$ cat config.mk
export PLATFORM = sky130hd
export DESIGN_NAME = hh4_integer_nibble_encoder
export DESIGN_NICKNAME = d
export VERILOG_FILES = /design/src/rtl/hh4_pkg.sv /design/src/rtl/hh4_integer_nibble_encoder.sv /design/src/rtl/hh4_code_build.sv
export SDC_FILE = /design/constraint.sdc
export NUM_CORES = 1
export LEC_CHECK = 0
export BUFFER_PORTS_ARGS = -buffer_cell sky130_fd_sc_hd__clkbuf_2
export CAP_MARGIN = 20
export CORE_MARGIN = 2
export CORE_UTILIZATION = 35
export CTS_CLUSTER_SIZE = 24
export DETAILED_ROUTE_END_ITERATION = 16
export PLACE_DENSITY = 0.63
export SKIP_CTS_REPAIR_TIMING = 1
export SYNTH_ARGS = -nofsm -noshare
export SYNTH_HDL_FRONTEND = slang
export SYNTH_SLANG_ARGS = --single-unit
$ cat constraint.sdc
create_clock -name clk -period 6.04 [get_ports clk]
set_clock_uncertainty 0.2 [all_clocks]
set_input_delay 0.302 -clock clk [delete_from_list [all_inputs] [get_ports clk]]
set_output_delay 0.302 -clock clk [all_outputs]
set_load 0.005 [all_outputs]
$ cat src/rtl/hh4_pkg.sv
// shared types and constants for the hh4 integer nibble encoder
`default_nettype none
package hh4_pkg;

	// symbol geometry
	localparam int SYM_W    = 4;
	localparam int MAX_SYMS = 11;
	localparam int CODE_W   = SYM_W * MAX_SYMS;
	localparam int CNT_W    = 4;
	localparam int LEN_W    = 6;

	// encoding modes
	localparam logic ACT_UNSIGNED = 1'b0;
	localparam logic ACT_SIGNED   = 1'b1;

	// prefix symbols
	localparam logic [SYM_W-1:0] PFX_L6   = 4'h8;
	localparam logic [SYM_W-1:0] PFX_L9   = 4'hc;
	localparam logic [SYM_W-1:0] PFX_L12  = 4'he;
	localparam logic [SYM_W-1:0] PFX_LONG = 4'h7;
	localparam logic [SYM_W-1:0] PFX_EXT  = 4'h8;

	// data lengths in bits
	localparam logic [LEN_W-1:0] LEN_MIN = 6'd3;
	localparam logic [LEN_W-1:0] LEN_MAX = 6'd32;
	localparam int NUM_MID = 7;
	localparam logic [LEN_W-1:0] MID_LENS [NUM_MID] = '{
		6'd6, 6'd9, 6'd12, 6'd16, 6'd20, 6'd24, 6'd28
	};

	// complete code for one item, first symbol in the top nibble
	typedef struct packed {
		logic [CODE_W-1:0] syms;
		logic [CNT_W-1:0]  cnt;
	} code_t;

endpackage
`default_nettype wire

$ cat src/rtl/hh4_integer_nibble_encoder.sv
// top level of the hh4 integer nibble encoder
`default_nettype none
// Each item (action, value) becomes 1 to 11 nibbles, one per clock on nibble
// with strobe high and last marking the final nibble of the item. An item
// occupies the single output port until every nibble of its code is out
// (1 nibble for the 3-bit form, 10 for 28 bits and 11 for 32 bits), so the
// sustained rate is one nibble per cycle. The first nibble of an item passes
// the input register, the symbol shifter and the output register in turn. One
// item waits in the input register while the previous one is sent, and busy
// drops again in the cycle before the final nibble of that one appears on
// nibble, so items follow with no gap. The receiver cannot stall the output.
module hh4_integer_nibble_encoder (
	input  wire logic        clk,
	input  wire logic        arst_n,
	input  wire logic        start,
	output      logic        busy,
	input  wire logic        action,
	input  wire logic [31:0] value,
	output      logic        strobe,
	output      logic [3:0]  nibble,
	output      logic        last
);

	logic                             valid_s1;
	logic                             action_s1;
	logic [31:0]                      value_s1;
	hh4_pkg::code_t                   code;
	logic [hh4_pkg::CODE_W-1:0]       sh_q;
	logic [hh4_pkg::CNT_W-1:0]        rem_q;
	logic                             load;
	logic                             accept;

	// emitter takes a new code when idle or on its final nibble
	assign load   = valid_s1 && (rem_q <= 4'd1);
	assign busy   = valid_s1 && !load;
	assign accept = start && !busy;

	// input register
	always_ff @(posedge clk or negedge arst_n) begin
		if (!arst_n) begin
			valid_s1 <= 1'b0;
		end else if (accept) begin
			valid_s1 <= 1'b1;
		end else if (load) begin
			valid_s1 <= 1'b0;
		end
	end

	always_ff @(posedge clk) begin
		if (accept) begin
			action_s1 <= action;
			value_s1  <= value;
		end
	end

	hh4_code_build u_build (
		.action (action_s1),
		.value  (value_s1),
		.code   (code)
	);

	// symbol shifter and remaining count
	always_ff @(posedge clk or negedge arst_n) begin
		if (!arst_n) begin
			rem_q <= '0;
		end else if (load) begin
			rem_q <= code.cnt;
		end else if (rem_q != '0) begin
			rem_q <= rem_q - 4'd1;
		end
	end

	always_ff @(posedge clk) begin
		if (load) begin
			sh_q <= code.syms;
		end else begin
			sh_q <= {sh_q[hh4_pkg::CODE_W-5:0], 4'h0};
		end
	end

	// output register
	always_ff @(posedge clk or negedge arst_n) begin
		if (!arst_n) begin
			strobe <= 1'b0;
		end else begin
			strobe <= (rem_q != '0);
		end
	end

	always_ff @(posedge clk) begin
		nibble <= sh_q[hh4_pkg::CODE_W-1 -: 4];
		last   <= (rem_q == 4'd1);
	end

	// remaining count never exceeds the longest code
	a_rem_range: assert property (@(posedge clk) disable iff (!arst_n)
		rem_q <= 4'(hh4_pkg::MAX_SYMS))
		else $error("remaining symbol count out of range");

	// a loaded code has between one and eleven symbols
	a_cnt_range: assert property (@(posedge clk) disable iff (!arst_n)
		valid_s1 |-> (code.cnt >= 4'd1 && code.cnt <= 4'(hh4_pkg::MAX_SYMS)))
		else $error("code symbol count out of range");

	// an accepted item sits in the input register next cycle
	a_accept_held: assert property (@(posedge clk) disable iff (!arst_n)
		accept |=> valid_s1)
		else $error("accepted item lost");

	// the final nibble of a code is followed by the next one only after a load
	a_last_then_load: assert property (@(posedge clk) disable iff (!arst_n)
		(rem_q == 4'd1 && !load) |=> (rem_q == '0))
		else $error("emitter count did not drain");

	// emitter reloads no earlier than the final nibble of the previous code
	a_load_safe: assert property (@(posedge clk) disable iff (!arst_n)
		(load && rem_q == 4'd1) |=> (strobe && last))
		else $error("code reloaded before its final nibble");

endmodule
`default_nettype wire

$ cat src/rtl/hh4_code_build.sv
// length choice and symbol layout for one item
`default_nettype none
module hh4_code_build (
	input  wire logic         action,
	input  wire logic [31:0]  value,
	output hh4_pkg::code_t    code
);

	logic [hh4_pkg::LEN_W-1:0] len;
	logic [hh4_pkg::SYM_W-1:0] pre [3];
	logic [1:0]                npre;
	logic [3:0]                ndata;

	// high-bit masks above a given length
	function automatic logic [31:0] hi_mask(input logic [hh4_pkg::LEN_W-1:0] l);
		logic [32:0] one_sh;
		one_sh = 33'd1 << l;
		return ~(one_sh[31:0] - 32'd1);
	endfunction

	// shortest length that holds the value; the 3-bit form excludes the pattern 111
	always_comb begin
		logic [31:0] m;
		logic [31:0] ms;
		len = hh4_pkg::LEN_MAX;
		for (int t = hh4_pkg::NUM_MID - 1; t >= 0; t--) begin
			m  = hi_mask(hh4_pkg::MID_LENS[t]);
			ms = hi_mask(hh4_pkg::MID_LENS[t] - 6'd1);
			if (action == hh4_pkg::ACT_SIGNED) begin
				if ((value & ms) == 32'd0 || (value & ms) == ms)
					len = hh4_pkg::MID_LENS[t];
			end else begin
				if ((value & m) == 32'd0)
					len = hh4_pkg::MID_LENS[t];
			end
		end
		if (action == hh4_pkg::ACT_SIGNED) begin
			if (((value & 32'hffff_fffc) == 32'd0 ||
				(value & 32'hffff_fffc) == 32'hffff_fffc) && value != 32'hffff_ffff)
				len = hh4_pkg::LEN_MIN;
		end else begin
			if (value[31])
				len = hh4_pkg::LEN_MAX;
			else if (value <= 32'd6)
				len = hh4_pkg::LEN_MIN;
		end
	end

	// prefix symbols and data count
	always_comb begin
		pre[0] = hh4_pkg::PFX_LONG;
		pre[1] = 4'(len >> 2);
		pre[2] = 4'(len >> 2);
		npre   = 2'd2;
		case (len)
			6'd3: begin
				pre[0] = {1'b0, value[2:0]};
				npre   = 2'd1;
			end
			6'd6: begin
				pre[0] = hh4_pkg::PFX_L6 | {2'b00, value[5:4]};
				npre   = 2'd1;
			end
			6'd9: begin
				pre[0] = hh4_pkg::PFX_L9 | {3'b000, value[8]};
				npre   = 2'd1;
			end
			6'd12: begin
				pre[0] = hh4_pkg::PFX_L12;
				npre   = 2'd1;
			end
			6'd28, 6'd32: begin
				pre[1] = hh4_pkg::PFX_EXT;
				npre   = 2'd3;
			end
			default: ;
		endcase
		ndata = 4'(len >> 2);
	end

	// lay out symbols, prefix first, then data nibbles from the top
	always_comb begin
		logic [3:0] k;
		logic [2:0] sel;
		code.syms = '0;
		for (int i = 0; i < hh4_pkg::MAX_SYMS; i++) begin
			k   = 4'(i) - {2'b00, npre};
			sel = 3'(ndata - 4'd1 - k);
			if (4'(i) < {2'b00, npre}) begin
				if (i < 3)
					code.syms[hh4_pkg::CODE_W-1-4*i -: 4] = pre[i];
			end else if (k < ndata) begin
				code.syms[hh4_pkg::CODE_W-1-4*i -: 4] = value[{sel, 2'b00} +: 4];
			end
		end
		code.cnt = {2'b00, npre} + ndata;
	end

endmodule
`default_nettype wire
[Yosys cells after proc, flatten, opt, wreduce, memory -nomap -nowiden]
Index checks and enable logic that the tools add are counted.
Cells by class
  add/subtract/negate cells: 25
  magnitude comparators: 19
  equality and inequality tests: 16
  shift-type cells: 11
  muxes and demuxes: 50
  bitwise logic cells: 2
  reduce and logical (&&, ||, !) cells: 35
Operator list (number)
  $logic_not 32->1: 15
  $shiftx 32x6->4: 11
  $mux 6: 25
  $mux 4: 20
  $lt 4x4->1: 11
  $mux 44: 1
  $sub 3x3->3: 11
  $le 32x3->1 const B: 1
  $ne 32x32->1 const B: 1
  $eq 30x30->1 const B: 1
  $eq 27x27->1 const B: 1
  $eq 24x24->1 const B: 1
  $eq 21x21->1 const B: 1
  $eq 17x17->1 const B: 1
  $pmux 4 s4: 1
  $sub 3x2->4 const A: 4
  $eq 13x13->1 const B: 1
  $eq 6x4->1 const B: 2
  $lt 4x2->1 const A: 3
  $sub 4x2->4 const A: 3
  $eq 9x9->1 const B: 1
  $logic_or 1x1->1: 8
  $eq 6x2->1 const B: 1
  $eq 6x3->1 const B: 1
  22 further kinds: 32
Word-level totals
  flip-flop bits (word level): 88
  input bits: 36
  output and inout port bits: 7
  word-level logic and storage cells: 167

[Longest topological paths before layout]
  depth in word-level cells: 28
  mapped depth: 22
  gate-level depth less buffers: 22

[By module]
A second synthesis with hierarchy kept.
Unflattened totals
  cell total of the unflattened synthesis: 469
  area, all modules: 5636.7 um^2
Modules (own cells, without submodules)
  hh4_integer_nibble_encoder: instances 1, cells an instance 165, area each 3015.4 um^2, sequential area each 2122.0 um^2
  hh4_code_build: instances 1, cells an instance 304, area each 2621.3 um^2, sequential area each 0.0 um^2

[Worst setup path before layout]
No wires, ideal clock.
  path type: register to register
  start: register value_s1[27]
  end: register sh_q[15] (netlist bit)
  setup time: 0.130 ns
  data arrival time: 5.344 ns
  setup slack: 0.365 ns
  cell stages (with the launch flop): 20
  buffers on the path: 4
  period minus slack after synthesis: 5.675 ns
  path through: edfxtp_1 -> or4_4 -> and4b_1 -> nand4_1 -> and2_1 -> clkbuf_1 -> o21ai_2 -> inv_1 -> ha_1 -> nand3_1 -> o31ai_1 -> a311oi_2 -> nand2_1 -> ha_1 -> clkbuf_1 -> buf_1 -> clkbuf_1 -> mux4_2 -> mux2i_1 -> o21ai_0
Between the ends
  longest elaborated chain between the ends: 27
Ends and longest elaborated chain
  from (decl): line hh4_integer_nibble_encoder.sv:26  | logic [31:0] value_s1;
  from (signal assigned): line hh4_integer_nibble_encoder.sv:52  | value_s1 <= value;
  $logic_not 32->1 or $eq 5x5->1 (tied branches): line hh4_code_build.sv:30  | if ((value & ms) == 32'd0 || (value & ms) == ms)
  $logic_or 1x1->1: line hh4_code_build.sv:30
  $mux 6: line hh4_code_build.sv:30
  $mux 6: line hh4_code_build.sv:29  | if (action == hh4_pkg::ACT_SIGNED) begin
  $mux 6 (on tied branches): line hh4_code_build.sv:33, hh4_code_build.sv:30
  $mux 6: line hh4_code_build.sv:29
  $mux 6 (on tied branches): line hh4_code_build.sv:33, hh4_code_build.sv:30
  $mux 6: line hh4_code_build.sv:29
  (+11 left out)
  $eq 6x2->1, or another cell as far along: line hh4_code_build.sv:55  | case (len)
  $reduce_or 4->1 (no source line) or $reduce_or 2->1 (tied branches)
  $pmux 2 s2: line hh4_code_build.sv:55
  $sub 3x2->4: line hh4_code_build.sv:87  | k = 4'(i) - {2'b00, npre};
  $sub 3x3->3: line hh4_code_build.sv:88  | sel = 3'(ndata - 4'd1 - k);
  $shiftx 32x6->4: line hh4_code_build.sv:93  | code.syms[hh4_pkg::CODE_W-1-4*i -: 4] = value[{sel, 2'b00} +: 4];
  $mux 4 (*): line hh4_code_build.sv:92  | end else if (k < ndata) begin
  $mux 44 (*): line hh4_integer_nibble_encoder.sv:74  | if (load) begin
  to (signal assigned): line hh4_integer_nibble_encoder.sv:75  | sh_q <= code.syms;
  to (signal assigned): line hh4_integer_nibble_encoder.sv:77  | sh_q <= {sh_q[hh4_pkg::CODE_W-5:0], 4'h0};
  to (decl): line hh4_integer_nibble_encoder.sv:28  | logic [hh4_pkg::CODE_W-1:0] sh_q;
Every way passes the cells marked *; elsewhere a longest branch is shown, timed or not.
A chain may end at the register's enable or synchronous reset.

[Final worst setup path]
  start: register value_s1[19]
  end: register sh_q[15] (netlist bit)
Between the ends
  longest elaborated chain between the ends: 23
Ends and longest elaborated chain (line)
  $logic_not 32->1 or $eq 13x13->1 (tied branches): hh4_code_build.sv:30
  $logic_or 1x1->1: hh4_code_build.sv:30
  $mux 6: hh4_code_build.sv:30
  $mux 6: hh4_code_build.sv:29
  $mux 6 (on tied branches): hh4_code_build.sv:33, hh4_code_build.sv:30
  $mux 6: hh4_code_build.sv:29
  $mux 6 (on tied branches): hh4_code_build.sv:33, hh4_code_build.sv:30
  $mux 6: hh4_code_build.sv:29
  (+7 left out)
  $eq 6x2->1, or another cell as far along: hh4_code_build.sv:55
  $reduce_or 4->1 (no source line) or $reduce_or 2->1 (tied branches)
  $pmux 2 s2: hh4_code_build.sv:55
  $sub 3x2->4: hh4_code_build.sv:87
  $sub 3x3->3: hh4_code_build.sv:88
  $shiftx 32x6->4: hh4_code_build.sv:93
  $mux 4 (*): hh4_code_build.sv:92
  $mux 44 (*): hh4_integer_nibble_encoder.sv:74
Marked as above.

==> run_results.csv <==
group,metric,value,unit
outcome,outcome,"complete, no violations",
drt,avgRoutedWirePerCell,18.7,µm
drt,first_pass_iters,5,
critical_path,critical-path-slowest-cell,"fa_1",
cts,h-tree-depth,3,
floorplanning,initial_utilization,35.6,%
grt,grt_pass1_vias,4043,
cts,clkTransAtPathRegs,0.07,ns
timing,setup_viol,0,
synth,yosys_register_bits,88,
floorplanning,die-area,16400,µm²
synth,syn_area,5380,µm²
finish,diodes,0,
grt,grt-ovfl-total,0,
critical_path,cp_data_required_time,6.06,ns
finish,drive_above_1_share,23.4,%
finish,final_common_cell,"nand2_1",
synth,synth_top_cell_area_share,18.4,%
critical_path,rrSetupSlack,0.46,ns
finish,fill_cells,1413,
critical_path,reg2reg_depth,14,
timing,layout_setup_ws,0.465,ns
timing,period_needed,5.58,ns
finish,layout_common_cells,"51 x nand2_1, 49 x dfxtp_1, 42 x clkbuf_2",
grt,grt_max_degree,51,
cts,cts-root-buf,"clkbuf_16",
timing,period_share,92.3,%
timing,setup_tns,0,ns
place,dpl_worst_slack,0.557,ns
finish,syn_to_final_growth,21.2,%
critical_path,worstSetupEndpointType,"register",
run,maxCapViolations,0,
cts,cts_tree,"done",
cts,cts.sinks,88,
grt,grt_use_total,17.9,%
critical_path,max_stage_delay,0.85,ns
floorplanning,ios,43,
synth,synth.area.top_cells,"edfxtp_1 18%, dfxtp_1 18%, mux4_2 13%",
synth,synth-main-ff-cell,"dfxtp_1",
power,power-per-cell-area,391,nW/µm²
synth,synth.distinct_cells,67,
synth,synth_top_cell_by_area,"edfxtp_1",
finish,post-route-util,43.2,%
synth,synth_cells,484,
critical_path,r2r_end,"sh_q[15]",
critical_path,crit_top_cell,"mux2i_1",
cts,numCtsBuffers,9,
synth,synth_nets,550,
place,dpl.hpwl,10700,µm
floorplanning,coreArea,15100,µm²
drt,routed_wl,14200,µm
synth,synth-edff-count,33,
timing,hold_viol,0,
synth,synth_area_per_cell,11.1,µm²
drt,postRouteAntennaNets,0,
critical_path,start_kind,"register",
place,place_congestion,0.944,
grt,grt_pass1_wl,22300,µm
floorplanning,dieWidth,128,µm
floorplanning,die_h,128,µm
timing,worst_pin_slew,0.789,ns
synth,seq_area_frac_synth,39.5,%
cts,clk_latency,0.35,ns
floorplanning,num_rows,45,
drt,num_vias,4175,
critical_path,crit_arrival,5.59,ns
timing,slew_headroom,47.0,%
synth,yosysWarnings,0,
drt,via_per_inst,5.49,
drt,initialDrtViolationCount,270,
critical_path,r2r-start,"value_s1[19]",
timing,slew_violations,0,
power,peakVddDrop,0.224,mV
finish,fin_nets,634,
drt,drc_errors,0,
power,p_leak,0.00256,µW
critical_path,path_max_fanout,7,
cts,clock_path_buffers,2,
timing,max_freq,179,MHz
critical_path,crit_chain,"nor4_1 -> and4b_1 -> nand4_1 -> nand2_1 -> o221a_2 -> inv_1 -> ha_1 -> mux2i_1 -> nor2_1 -> or2_2 -> fa_1 -> mux4_2 -> mux2i_1 -> o21ai_0",
grt,antenna_found_initial,0,
place,numPortBuffers,42,
timing,grt_setup_unrepaired,"no",
min_path,min_path_type,"input pin to async pin",
synth,async_flop_share,6.82,%
critical_path,critical_path_class,"register to register",
-- Yosys cell counts, types with 4 or more instances --
cell      instances
dfxtp_1          49
ha_1             26
mux4_2           32
nand4_1           9
nor3_1           11
and3_1            4
nand3_1           7
and2_1            6
nor4_1            5
mux2i_1          33
o31ai_1           5
nor2_1           31
nand2_1          51
clkbuf_1         13
edfxtp_1         33
buf_1             5
mux2_2            8
inv_1            21
dfrtp_1           6
a21oi_1          15
fa_1              4
xnor2_1           8
o21ai_0          36
a22o_1            8
-- worst max-delay path by stage --
stage	from	end	slack, ns
after floorplan	value_s1[27]	sh_q[15]	0.37
after global placement	value_s1[19]	sh_q[31]	0.63
after detailed placement	value_s1[19]	sh_q[15]	0.56
after CTS	value_s1[19]	sh_q[15]	0.49
after global routing	value_s1[19]	sh_q[15]	0.13
final	value_s1[19]	sh_q[15]	0.46
-- area by class of cell --
cell class	instances	area, µm²	share of cell area (%)
clock buffers	11	264	4.05
clock inverters	5	37.5	0.576
inverters	21	78.8	1.21
repair buffers	93	693	10.6
multi-input cells	355	3090	47.4
flip-flops and latches	88	2120	32.5
well taps	188	235	3.61
-- cell families (layout without fill, tap and decap cells) --
| logic type | count (synthesis) | in the layout | share of synthesized area (%) |
|---|---|---|---|
| buf+inv | 41 | 130 | 3.14 |
| xor+xnor | 12 | 12 | 2.79 |
| flops | 88 | 88 | 39.5 |
| mux | 74 | 74 | 21.4 |
| compound gates | 95 | 95 | 11.9 |
| simple gates | 144 | 144 | 13.7 |
| fa+ha+maj | 30 | 30 | 7.54 |
-- per-stage QoR --
stage	hold slack [ns]	cells	total power (µW)	instance area (µm²)
detailed placement	-0.0614	710	1980	5870
finish	0.121	761	2550	6520
CTS	-0.435	726	2540	6170
floorplan	-0.194	484	1670	5380
global placement	-0.0639	710	1960	5870
global route	0.127	761	2700	6520
-- critical path: cells and delay by family, from the launching register on --
| kind | cells | cell delay [ns] |
|---|---|---|
| simple gates | 6 | 1.90 |
| buf+inv | 1 | 0.13 |
| mux | 3 | 1.15 |
| compound gates | 2 | 0.43 |
| flops | 1 | 0.47 |
| fa+ha+maj | 2 | 1.16 |
-- metal layers --
| metal | share of wire [%] | GRT usage, % |
|---|---|---|
| met2 | 48 | 29.2 |
| met5 | 0 | 0 |
| met3 | 4.9 | 3.21 |
| met4 | 3.2 | 7.24 |
| met1 | 44 | 23.7 |
-- flip-flops by register name (all words and copies together), names as in the netlist --
| register | flops |
|---|---|
| sh_q | 44 |
| value_s1 | 32 |
| nibble | 4 |
| rem_q | 4 |
| action_s1 | 1 |
| last | 1 |
| strobe | 1 |
| valid_s1 | 1 |
-- where the power goes --
part,switching [µW],internal [µW],leakage (µW)
registers,120,809,0.000768
clock network,238,317,0.000151
logic,561,503,0.00164
total,920,1630,0.00256
No activity file was read; power rests on OpenSTA's default activity.
